===== src/hw/rtl/jtl_pkg.sv =====
// Shared types, codes and character tables for the JSON token lexer.
package jtl_pkg;

  localparam int unsigned QueueDepthDefault = 4;

  typedef enum logic [2:0] {
    PH_IDLE     = 3'd0,
    PH_STRING   = 3'd1,
    PH_LITERAL  = 3'd2,
    PH_INT      = 3'd3,
    PH_ZERO     = 3'd4,
    PH_INT_DOT  = 3'd5,
    PH_ZERO_DOT = 3'd6,
    PH_FRAC     = 3'd7
  } phase_t;

  typedef enum logic [3:0] {
    K_LBRACE   = 4'd0,
    K_RBRACE   = 4'd1,
    K_LBRACKET = 4'd2,
    K_RBRACKET = 4'd3,
    K_COMMA    = 4'd4,
    K_COLON    = 4'd5,
    K_STRING   = 4'd6,
    K_LITERAL  = 4'd7,
    K_INTEGER  = 4'd8,
    K_FLOAT    = 4'd9,
    K_INVALID  = 4'd10
  } kind_t;

  typedef enum logic [1:0] {
    W_TRUE  = 2'd0,
    W_FALSE = 2'd1,
    W_NULL  = 2'd2
  } word_t;

  typedef struct packed {
    logic       mode;
    logic [7:0] char_byte;
  } in_item_t;

  typedef struct packed {
    kind_t      token_kind;
    logic [7:0] token_length;
    logic       last_of_run;
  } out_item_t;

  // up to two results caused by one input beat
  typedef struct packed {
    logic      two;
    out_item_t first;
    out_item_t second;
  } grp_t;

  typedef struct packed {
    logic err;
    logic push;
  } fe_stat_t;

  function automatic logic [2:0] word_len(input logic [1:0] w);
    word_len = (w == W_FALSE) ? 3'd5 : 3'd4;
  endfunction

  function automatic logic [7:0] word_char(input logic [1:0] w, input logic [2:0] p);
    logic [7:0] ch;
    ch = 8'h00;
    case (w)
      W_TRUE: begin
        case (p)
          3'd0: ch = "t";
          3'd1: ch = "r";
          3'd2: ch = "u";
          3'd3: ch = "e";
          default: ch = 8'h00;
        endcase
      end
      W_FALSE: begin
        case (p)
          3'd0: ch = "f";
          3'd1: ch = "a";
          3'd2: ch = "l";
          3'd3: ch = "s";
          3'd4: ch = "e";
          default: ch = 8'h00;
        endcase
      end
      default: begin
        case (p)
          3'd0: ch = "n";
          3'd1: ch = "u";
          3'd2: ch = "l";
          3'd3: ch = "l";
          default: ch = 8'h00;
        endcase
      end
    endcase
    word_char = ch;
  endfunction

endpackage


===== src/hw/rtl/jtl_front.sv =====
// Front end: scanner state machine that classifies each byte into result groups.
module jtl_front
  import jtl_pkg::*;
(
  input  logic     clk,
  input  logic     rst,
  input  logic     accept,
  input  in_item_t item,
  output grp_t     grp,
  output fe_stat_t stat
);

  typedef struct packed {
    logic       hit;
    logic       bad;
    kind_t      kind;
    phase_t     phase;
    logic [1:0] word;
    logic       set_len;
    logic       set_lit;
  } idle_t;

  function automatic idle_t lex_idle(input logic [7:0] c);
    idle_t r;
    r = '{hit: 1'b0, bad: 1'b0, kind: K_INVALID, phase: PH_IDLE,
          word: W_TRUE, set_len: 1'b0, set_lit: 1'b0};
    case (c)
      " ", 8'h09, 8'h0A, 8'h0D: r.hit = 1'b0;
      "{": begin r.hit = 1'b1; r.kind = K_LBRACE; end
      "}": begin r.hit = 1'b1; r.kind = K_RBRACE; end
      "[": begin r.hit = 1'b1; r.kind = K_LBRACKET; end
      "]": begin r.hit = 1'b1; r.kind = K_RBRACKET; end
      ",": begin r.hit = 1'b1; r.kind = K_COMMA; end
      ":": begin r.hit = 1'b1; r.kind = K_COLON; end
      8'h22: begin r.phase = PH_STRING; r.set_len = 1'b1; end
      "t": begin r.phase = PH_LITERAL; r.word = W_TRUE; r.set_lit = 1'b1; end
      "f": begin r.phase = PH_LITERAL; r.word = W_FALSE; r.set_lit = 1'b1; end
      "n": begin r.phase = PH_LITERAL; r.word = W_NULL; r.set_lit = 1'b1; end
      "0": begin r.phase = PH_ZERO; r.set_len = 1'b1; end
      default: begin
        if (c inside {["1":"9"]}) begin
          r.phase = PH_INT;
          r.set_len = 1'b1;
        end else begin
          r.hit = 1'b1;
          r.bad = 1'b1;
          r.kind = K_INVALID;
        end
      end
    endcase
    lex_idle = r;
  endfunction

  function automatic out_item_t mk(input kind_t k, input logic [7:0] n);
    mk = '{token_kind: k, token_length: n, last_of_run: 1'b0};
  endfunction

  phase_t     phase, phase_next;
  logic [1:0] word, word_next;
  logic [2:0] pos, pos_next;
  logic [7:0] len, len_next;
  logic       err, err_next;

  idle_t      idl;
  logic [7:0] c;
  logic       digit;
  logic [7:0] n_inc;
  logic [7:0] int_len;
  logic [2:0] wlen;
  logic [2:0] pos_inc;
  logic       run_idle;
  logic [1:0] n_out;
  out_item_t  res0, res1;

  assign c       = item.char_byte;
  assign digit   = c inside {["0":"9"]};
  assign n_inc   = (len == 8'hFF) ? 8'hFF : len + 8'd1;
  assign int_len = (len == 8'hFF) ? 8'hFF : len - 8'd1;
  assign wlen    = word_len(word);
  assign pos_inc = pos + 3'd1;

  always_comb begin
    idl        = lex_idle(c);
    phase_next = phase;
    word_next  = word;
    pos_next   = pos;
    len_next   = len;
    err_next   = err;
    run_idle   = 1'b0;
    n_out      = 2'd0;
    res0       = '0;
    res1       = '0;
    if (accept && !err) begin
      if (item.mode) begin
        phase_next = PH_IDLE;
        case (phase)
          PH_IDLE: n_out = 2'd0;
          PH_INT: begin n_out = 2'd1; res0 = mk(K_INTEGER, len); end
          PH_FRAC: begin n_out = 2'd1; res0 = mk(K_FLOAT, len); end
          PH_LITERAL: begin
            n_out = 2'd1; res0 = mk(K_INVALID, {5'd0, pos}); err_next = 1'b1;
          end
          PH_INT_DOT: begin
            n_out = 2'd2;
            res0 = mk(K_INTEGER, int_len);
            res1 = mk(K_INVALID, 8'd1);
            err_next = 1'b1;
          end
          default: begin
            n_out = 2'd1; res0 = mk(K_INVALID, len); err_next = 1'b1;
          end
        endcase
      end else begin
        case (phase)
          PH_IDLE: run_idle = 1'b1;
          PH_STRING: begin
            if (c == 8'h22) begin
              n_out = 2'd1; res0 = mk(K_STRING, n_inc); phase_next = PH_IDLE;
            end else if (c == 8'h0A) begin
              n_out = 2'd1; res0 = mk(K_INVALID, n_inc);
              err_next = 1'b1; phase_next = PH_IDLE;
            end else begin
              len_next = n_inc;
            end
          end
          PH_LITERAL: begin
            if (pos < wlen && c == word_char(word, pos)) begin
              pos_next = pos_inc;
              if (pos_inc >= wlen) begin
                n_out = 2'd1; res0 = mk(K_LITERAL, {5'd0, wlen}); phase_next = PH_IDLE;
              end
            end else begin
              n_out = 2'd1; res0 = mk(K_INVALID, {5'd0, pos} + 8'd1);
              err_next = 1'b1; phase_next = PH_IDLE;
            end
          end
          PH_INT: begin
            if (digit) begin
              len_next = n_inc;
            end else if (c == ".") begin
              phase_next = PH_INT_DOT; len_next = n_inc;
            end else begin
              n_out = 2'd1; res0 = mk(K_INTEGER, len); run_idle = 1'b1;
            end
          end
          PH_ZERO: begin
            if (digit) begin
              len_next = n_inc;
            end else if (c == ".") begin
              phase_next = PH_ZERO_DOT; len_next = n_inc;
            end else begin
              n_out = 2'd1; res0 = mk(K_INVALID, n_inc);
              err_next = 1'b1; phase_next = PH_IDLE;
            end
          end
          PH_INT_DOT: begin
            if (digit) begin
              phase_next = PH_FRAC; len_next = n_inc;
            end else begin
              n_out = 2'd2;
              res0 = mk(K_INTEGER, int_len);
              res1 = mk(K_INVALID, 8'd2);
              err_next = 1'b1; phase_next = PH_IDLE;
            end
          end
          PH_ZERO_DOT: begin
            if (digit) begin
              phase_next = PH_FRAC; len_next = n_inc;
            end else begin
              n_out = 2'd1; res0 = mk(K_INVALID, n_inc);
              err_next = 1'b1; phase_next = PH_IDLE;
            end
          end
          default: begin
            if (digit) begin
              len_next = n_inc;
            end else begin
              n_out = 2'd1; res0 = mk(K_FLOAT, len); run_idle = 1'b1;
            end
          end
        endcase
        // relex the closing byte from idle
        if (run_idle) begin
          phase_next = idl.phase;
          if (idl.set_len) len_next = 8'd1;
          if (idl.set_lit) begin
            word_next = idl.word;
            pos_next  = 3'd1;
          end
          if (idl.hit) begin
            if (n_out == 2'd0) begin
              res0  = mk(idl.kind, 8'd1);
              n_out = 2'd1;
            end else begin
              res1  = mk(idl.kind, 8'd1);
              n_out = 2'd2;
            end
            if (idl.bad) err_next = 1'b1;
          end
        end
      end
    end
    if (n_out == 2'd1) res0.last_of_run = 1'b1;
    if (n_out == 2'd2) res1.last_of_run = 1'b1;
  end

  always_ff @(posedge clk) begin
    if (rst) begin
      phase <= PH_IDLE;
      word  <= W_TRUE;
      pos   <= 3'd0;
      len   <= 8'd0;
      err   <= 1'b0;
    end else begin
      phase <= phase_next;
      word  <= word_next;
      pos   <= pos_next;
      len   <= len_next;
      err   <= err_next;
    end
  end

  assign grp.two    = (n_out == 2'd2);
  assign grp.first  = res0;
  assign grp.second = res1;
  assign stat.err   = err;
  assign stat.push  = (n_out != 2'd0);

endmodule


===== src/hw/rtl/jtl_queue.sv =====
// Short queue of result groups between the scanner and the output stage.
module jtl_queue
  import jtl_pkg::*;
#(
  parameter int unsigned Depth = QueueDepthDefault
) (
  input  logic                       clk,
  input  logic                       rst,
  input  logic                       push,
  input  grp_t                       wr_grp,
  input  logic                       pop,
  output grp_t                       rd_grp,
  output logic                       nonempty,
  output logic                       full,
  output logic [$clog2(Depth+1)-1:0] count
);

  localparam int unsigned PtrW = (Depth > 1) ? $clog2(Depth) : 1;
  localparam int unsigned CntW = $clog2(Depth + 1);

  grp_t            slots [Depth];
  logic [PtrW-1:0] wr_ptr, rd_ptr;
  logic [CntW-1:0] cnt;

  function automatic logic [PtrW-1:0] wrap_inc(input logic [PtrW-1:0] p);
    wrap_inc = (p == PtrW'(Depth - 1)) ? '0 : p + 1'b1;
  endfunction

  always_ff @(posedge clk) begin
    if (push) slots[wr_ptr] <= wr_grp;
  end

  always_ff @(posedge clk) begin
    if (rst) begin
      wr_ptr <= '0;
      rd_ptr <= '0;
      cnt    <= '0;
    end else begin
      if (push) wr_ptr <= wrap_inc(wr_ptr);
      if (pop)  rd_ptr <= wrap_inc(rd_ptr);
      if (push && !pop)      cnt <= cnt + 1'b1;
      else if (pop && !push) cnt <= cnt - 1'b1;
    end
  end

  assign rd_grp   = slots[rd_ptr];
  assign nonempty = (cnt != '0);
  assign full     = (cnt == CntW'(Depth));
  assign count    = cnt;

endmodule


===== src/hw/rtl/jtl_back.sv =====
// Back end: splits result groups into single beats behind an output register.
module jtl_back
  import jtl_pkg::*;
(
  input  logic      clk,
  input  logic      rst,
  input  grp_t      q_grp,
  input  logic      q_nonempty,
  output logic      q_pop,
  output logic      token_valid,
  input  logic      token_ready,
  output out_item_t token
);

  logic      tok_valid;
  out_item_t tok;
  logic      sec_pend;
  out_item_t sec;
  logic      can_load;

  assign can_load = !tok_valid || token_ready;
  assign q_pop    = can_load && !sec_pend && q_nonempty;

  always_ff @(posedge clk) begin
    if (rst) begin
      tok_valid <= 1'b0;
      sec_pend  <= 1'b0;
    end else if (can_load) begin
      if (sec_pend) begin
        tok_valid <= 1'b1;
        sec_pend  <= 1'b0;
      end else if (q_nonempty) begin
        tok_valid <= 1'b1;
        sec_pend  <= q_grp.two;
      end else begin
        tok_valid <= 1'b0;
      end
    end
  end

  always_ff @(posedge clk) begin
    if (can_load) begin
      if (sec_pend) begin
        tok <= sec;
      end else if (q_nonempty) begin
        tok <= q_grp.first;
        sec <= q_grp.second;
      end
    end
  end

  assign token_valid = tok_valid;
  assign token       = tok;

endmodule


===== src/hw/rtl/json_token_lexer.sv =====
// Top level of the JSON token lexer: scanner, result queue and output stage.
//
// Input channel item_valid/item_ready/item takes one beat per text byte
// (mode 0) or an end-of-input flush (mode 1). Output channel
// token_valid/token_ready/token gives one beat per token: kind, length and
// last_of_run, set on the final result caused by an input beat.
// The scanner takes one input beat per cycle and writes the zero, one or two
// results it causes as one group into a queue of QueueDepth groups; item_ready
// is low only while that queue is full. The output stage sends one result per
// cycle while token_ready is high, popping a group with its first result; a
// second result waits in a register and blocks the next pop until it is sent.
// Throughput: one input beat per cycle while token_ready stays high and
// results average at most one per beat.
// Reset clears the scanner to idle, drops queued results and any error.
// A stalled receiver holds the output register; the queue absorbs up to
// QueueDepth groups before item_ready drops. After an invalid token the block
// keeps taking beats but gives no results until reset.
module json_token_lexer
  import jtl_pkg::*;
#(
  parameter int unsigned QueueDepth = QueueDepthDefault
) (
  input  logic      clk,
  input  logic      rst,
  input  logic      item_valid,
  output logic      item_ready,
  input  in_item_t  item,
  output logic      token_valid,
  input  logic      token_ready,
  output out_item_t token
);

  localparam int unsigned CntW = $clog2(QueueDepth + 1);

  logic            accept;
  grp_t            fe_grp;
  fe_stat_t        fe_stat;
  logic            q_push;
  logic            q_pop;
  grp_t            q_grp;
  logic            q_nonempty;
  logic            q_full;
  logic [CntW-1:0] q_count;

  assign item_ready = !q_full;
  assign accept     = item_valid && item_ready;
  assign q_push     = fe_stat.push;

  jtl_front u_front (
    .clk    (clk),
    .rst    (rst),
    .accept (accept),
    .item   (item),
    .grp    (fe_grp),
    .stat   (fe_stat)
  );

  jtl_queue #(
    .Depth (QueueDepth)
  ) u_queue (
    .clk      (clk),
    .rst      (rst),
    .push     (q_push),
    .wr_grp   (fe_grp),
    .pop      (q_pop),
    .rd_grp   (q_grp),
    .nonempty (q_nonempty),
    .full     (q_full),
    .count    (q_count)
  );

  jtl_back u_back (
    .clk         (clk),
    .rst         (rst),
    .q_grp       (q_grp),
    .q_nonempty  (q_nonempty),
    .q_pop       (q_pop),
    .token_valid (token_valid),
    .token_ready (token_ready),
    .token       (token)
  );

  a_err_sticky: assert property (@(posedge clk) disable iff (rst)
    fe_stat.err |=> fe_stat.err)
    else $error("error flag cleared without reset");

  a_no_push_after_err: assert property (@(posedge clk) disable iff (rst)
    fe_stat.err |-> !q_push)
    else $error("result pushed after error");

  a_pop_nonempty: assert property (@(posedge clk) disable iff (rst)
    q_pop |-> q_nonempty)
    else $error("pop from empty queue");

  a_push_counts: assert property (@(posedge clk) disable iff (rst)
    (q_push && !q_pop) |=> (q_count == $past(q_count) + 1'b1))
    else $error("queue count did not advance on push");

endmodule

===== config.mk =====
export PLATFORM = sky130hd
export DESIGN_NAME = json_token_lexer
export DESIGN_NICKNAME = d
export VERILOG_FILES = /design/src/hw/rtl/jtl_pkg.sv /design/src/hw/rtl/jtl_front.sv /design/src/hw/rtl/jtl_queue.sv /design/src/hw/rtl/jtl_back.sv /design/src/hw/rtl/json_token_lexer.sv
export SDC_FILE = /design/constraint.sdc
export NUM_CORES = 1
export LEC_CHECK = 0
export BUFFER_PORTS_ARGS = -buffer_cell sky130_fd_sc_hd__buf_4
export CORE_MARGIN = 10
export CORE_UTILIZATION = 31
export CTS_CLUSTER_SIZE = 20
export DETAILED_ROUTE_END_ITERATION = 10
export GPL_ROUTABILITY_DRIVEN = 0
export PLACE_DENSITY = 0.53
export SLEW_MARGIN = 15
export SYNTH_ARGS = -nofsm -noshare
export SYNTH_HDL_FRONTEND = slang
export SYNTH_SLANG_ARGS = --single-unit
export TNS_END_PERCENT = 5

===== constraint.sdc =====
create_clock -name clk -period 7.6 [get_ports clk]
set_input_delay 0.76 -clock clk [delete_from_list [all_inputs] [get_ports clk]]
set_output_delay 0.76 -clock clk [all_outputs]
set_load 0.05 [all_outputs]

==> metrics.csv <==
stage,metric,value,unit
detailed_routing,met2 routed WL,8337,um
power,PwrDens,279.0,nW/um^2
sta,Max Slew Vio Count,0,
setup_path,largest stage delay on the critical path,0.82,ns
detailed_routing,Remaining DRCs,0,
sta,Worst-Margin Slew,1.046,ns
detailed_routing,routed vias,5406,
placed_design,HPWL after detailed placement,12580,um
setup_path,most frequent CP cell,a21oi_1,
sta,final number of hold-violating endpoints,0,
sta,crit path time final,4.004,ns
yosys,Post-Syn Area,7302,um^2
placed_design,port bufs,27,
setup_path,FF-to-FF End,u_queue.count[2],
yosys,post-synth top area share,41.12,%
final_layout,Antenna diodes,0,
sta,Setup Skew,0.01117,ns
detailed_routing,DRT iter0 DRCs,478,
setup_path,R2R setup slack,3.60,ns
clock_tree,H-tree levels,4,
hold_path,WHS Path Cells,2,
outcome,status,finished clean,
detailed_routing,Routed WL,18070,um
sta,setup tns final,0,ns
detailed_routing,Via density,5.433,
power,Leak,2.720,nW
yosys,synthesized flop and latch total,128,
setup_path,Crit. End Element,register,
floorplanning,starting density of the core,31.30,%
yosys,YS warnings,0,
detailed_routing,drt wl/cell,18.16,um
clock_tree,postcts setup bufs,0,
yosys,Yosys top cell by area,edfxtp_1,
yosys,Post-synth ARST share,0,%
clock_tree,cts repair resizes,0,
final_layout,layout cells sized above 1,16.72,%
setup_path,CP bufs+invs,1,
setup_path,WS Path Type,reg2reg,
clock_tree,CTS tree,built,
detailed_routing,highest metal used,met4,
grt,first-pass GRT wire length,29080,um
detailed_routing,metal3 WL,1132,um
yosys,Mapped Avg Cell Area,11.10,um^2
floorplanning,Top Ports,28,
yosys,Cells after Synth,658,
hold_path,type of the most critical hold path,reg2reg,
sta,RSZ-0062 raised after global routing,no,
setup_path,RR Startpoint,u_front.phase[0],
clock_tree,TritonCTS buffer count,17,
floorplanning,DIE WIDTH,173.5,um
yosys,"Distinct cells, synth",91,
placed_design,DP Worst Slack,3.597,ns
sta,final setup fails,0,
grt,vias in the first global route,5338,
setup_path,Critical-path top delay cell,dfxtp_1,
clock_tree,Num Clock Sinks,128,
grt,largest net degree at the start of global routing,29,
power,Max VDD drop,0.1536,mV
hold_path,Hold Crit Start,u_queue.wr_ptr[1],
yosys,"Primary FF master, synth",edfxtp_1,
setup_path,worst reg2reg path depth,11,
floorplanning,die area,30090,um^2
floorplanning,core area,23330,um^2
setup_path,crit path launch type,register,
detailed_routing,first-pass detailed-route iteration total,5,
setup_path,Worst Setup SP,u_front.phase[0],
sta,Setup WS post-layout,3.596,ns
clock_tree,CTS root buf,clkbuf_16,
sta,FMAX,0.2498,GHz
clock_tree,# hold bufs at CTS,0,
setup_path,WP data required,7.94,ns
sta,Tcrit/Tclk final,52.68,%
yosys,Post-synth EDFFs,100,
clock_tree,clk_lat worst skew,0.41,ns
clock_tree,Clock Pin Slew Worst Setup and Hold Paths,0.06,ns
detailed_routing,met1 wire length,8126,um
setup_path,Worst path top cell family by delay,simple AND/OR/NAND/NOR gates,
hold_path,sink of the worst hold path,u_queue.wr_ptr[1],
grt,Overall Global Routing Usage,11.94,%
grt,initial antenna violation count,0,
grt,total congestion overflow,0,
setup_path,cells along the critical path,nand3_1 -> nor2_1 -> a21oi_1 -> and4_1 -> nor3_2 -> ha_1 -> inv_1 -> fa_1 -> xor2_1 -> or3_1 -> a21oi_1,
detailed_routing,Final ANT Viol Nets,0,
sta,Slew HR,30.01,%
yosys,post-synthesis sequential area ratio,48.80,%
setup_path,Worst EP arrival,4.35,ns
yosys,Syn Nets,688,
floorplanning,Die Ht,173.5,um
yosys,ranking of synthesized cells by area,"edfxtp_1 41%, dfxtp_1 7.7%, mux4_2 6.2%",
final_layout,fin nets,693,
floorplanning,FP Rows,56,
flow_run,Max Cap Viol,0,
clock_tree,clk buf depth,2,
setup_path,Critical Path Fanout Max,21,
final_layout,synthesis-to-finish area growth,12.63,%
==> kinds of logic after synthesis <==
| family | synth area share (%) |
|---|---|
| AO/OA/AOI/OAI | 16.98 |
| multiplexers | 8.362 |
| XOR/XNOR | 1.559 |
| adder cells (fa/ha/maj) | 3.016 |
| buffers and inverters | 5.175 |
| flip-flops | 48.80 |
| AND/OR/NAND/NOR | 16.11 |
==> how the worst max path moves through the flow <==
stage                             endpoint  cells past startpoint
final                     u_queue.count[2]                     11
after global routing      u_queue.count[2]                     15
after CTS                 u_queue.count[2]                     15
after detailed placement  u_queue.count[2]                     14
after global placement    u_queue.count[2]                     14
after floorplan           u_queue.count[2]                     14
==> worst register-to-register path: cells and delay by family, from the launching register on <==
family | cells | cell delay [ns]
AND/OR/NAND/NOR | 5 | 1.96
flip-flops | 1 | 0.82
adder cells (fa/ha/maj) | 2 | 0.63
AO/OA/AOI/OAI | 2 | 0.29
XOR/XNOR | 1 | 0.17
buffers and inverters | 1 | 0.06
==> cell usage in the layout, fill, tap and decap left out, types with 4 or more instances in the layout <==
cell	count
nor4_1	6
o21a_1	5
nand3_1	15
o21ai_0	30
a221oi_1	7
mux2_2	8
nor3_1	23
or3_1	8
o221ai_1	4
xor2_1	7
nand3b_1	5
buf_4	33
nand2_1	37
a31oi_1	8
o31ai_1	5
a21oi_1	43
and2_1	5
xnor2_1	6
a311oi_1	4
and3_1	8
clkbuf_16	17
mux4_2	20
nor2b_1	13
dfxtp_1	28
inv_1	21
nor2_1	60
a2bb2oi_1	4
nand2b_1	13
ha_1	16
mux2i_1	7
a211oi_1	14
edfxtp_1	100
==> Yosys cell counts (4+ instances only) <==
| master | number |
|---|---|
| a2bb2oi_1 | 4 |
| nand3b_1 | 5 |
| or3_1 | 8 |
| a31oi_1 | 8 |
| xnor2_1 | 6 |
| nor2_1 | 60 |
| ha_1 | 16 |
| mux2_2 | 8 |
| a221oi_1 | 7 |
| clkbuf_1 | 22 |
| a211oi_1 | 14 |
| and2_1 | 5 |
| o21a_1 | 5 |
| a21oi_1 | 43 |
| buf_6 | 9 |
| inv_1 | 21 |
| o31ai_1 | 5 |
| nor3_1 | 23 |
| and3_1 | 8 |
| o221ai_1 | 4 |
| mux2i_1 | 7 |
| nand3_1 | 15 |
| a311oi_1 | 4 |
| nand2b_1 | 13 |
| dfxtp_1 | 28 |
| nor2b_1 | 13 |
| buf_4 | 5 |
| nor4_1 | 6 |
| buf_2 | 9 |
| o21ai_0 | 30 |
| mux4_2 | 20 |
| nand2_1 | 37 |
| xor2_1 | 7 |
| edfxtp_1 | 100 |
==> routing by layer <==
layer | vias to the layer above | GRT usage [%]
met5 | - | 0
met4 | 0 | 4.779
met3 | 37 | 2.919
met2 | 211 | 18.82
met1 | 2610 | 15.40
li1 | 2548 | -
==> power by group <==
part,switching [mW],total [mW],internal (mW)
registers,0.0587,0.945,0.886
clock network,0.299,0.780,0.481
logic,0.355,0.569,0.214
==> state kept, by name, summed over array words and instances (netlist names), 2 cells and up, named ones only <==
signal / count
u_back.token: 13
u_back.sec: 7
u_front.phase: 3
u_queue.wr_ptr: 2
u_queue.slots: 80
u_front.word: 2
u_queue.count: 3
u_front.pos: 3
u_queue.rd_ptr: 2
u_front.len: 8
==> stage by stage <==
step / cells / total power [mW] / hold WS [ns] / cell area [um^2] / utilization (%)
after detailed placement: 963 / 1.535 / 0.5060 / 7654 / 32.80
after CTS: 995 / 2.322 / 0.5260 / 8223 / 35.24
final: 995 / 2.294 / 0.5186 / 8224 / 35.25
after floorplan: 658 / 1.368 / 0.4621 / 7302 / -
after global routing: 995 / 2.409 / 0.5611 / 8224 / 35.25
after global placement: 963 / 1.526 / 0.5035 / 7654 / 32.80
==> cell type report <==
class	count	area, um^2
repair buffers	33	247.7
fillers	2311	15110
clock inverters	14	140.1
flip-flops and latches	128	3563
well taps	319	399.1
multi-input cells	461	3362
inverters	22	82.58
clock buffers	18	429.2
Note: power is estimated with default switching activity, not from simulation.
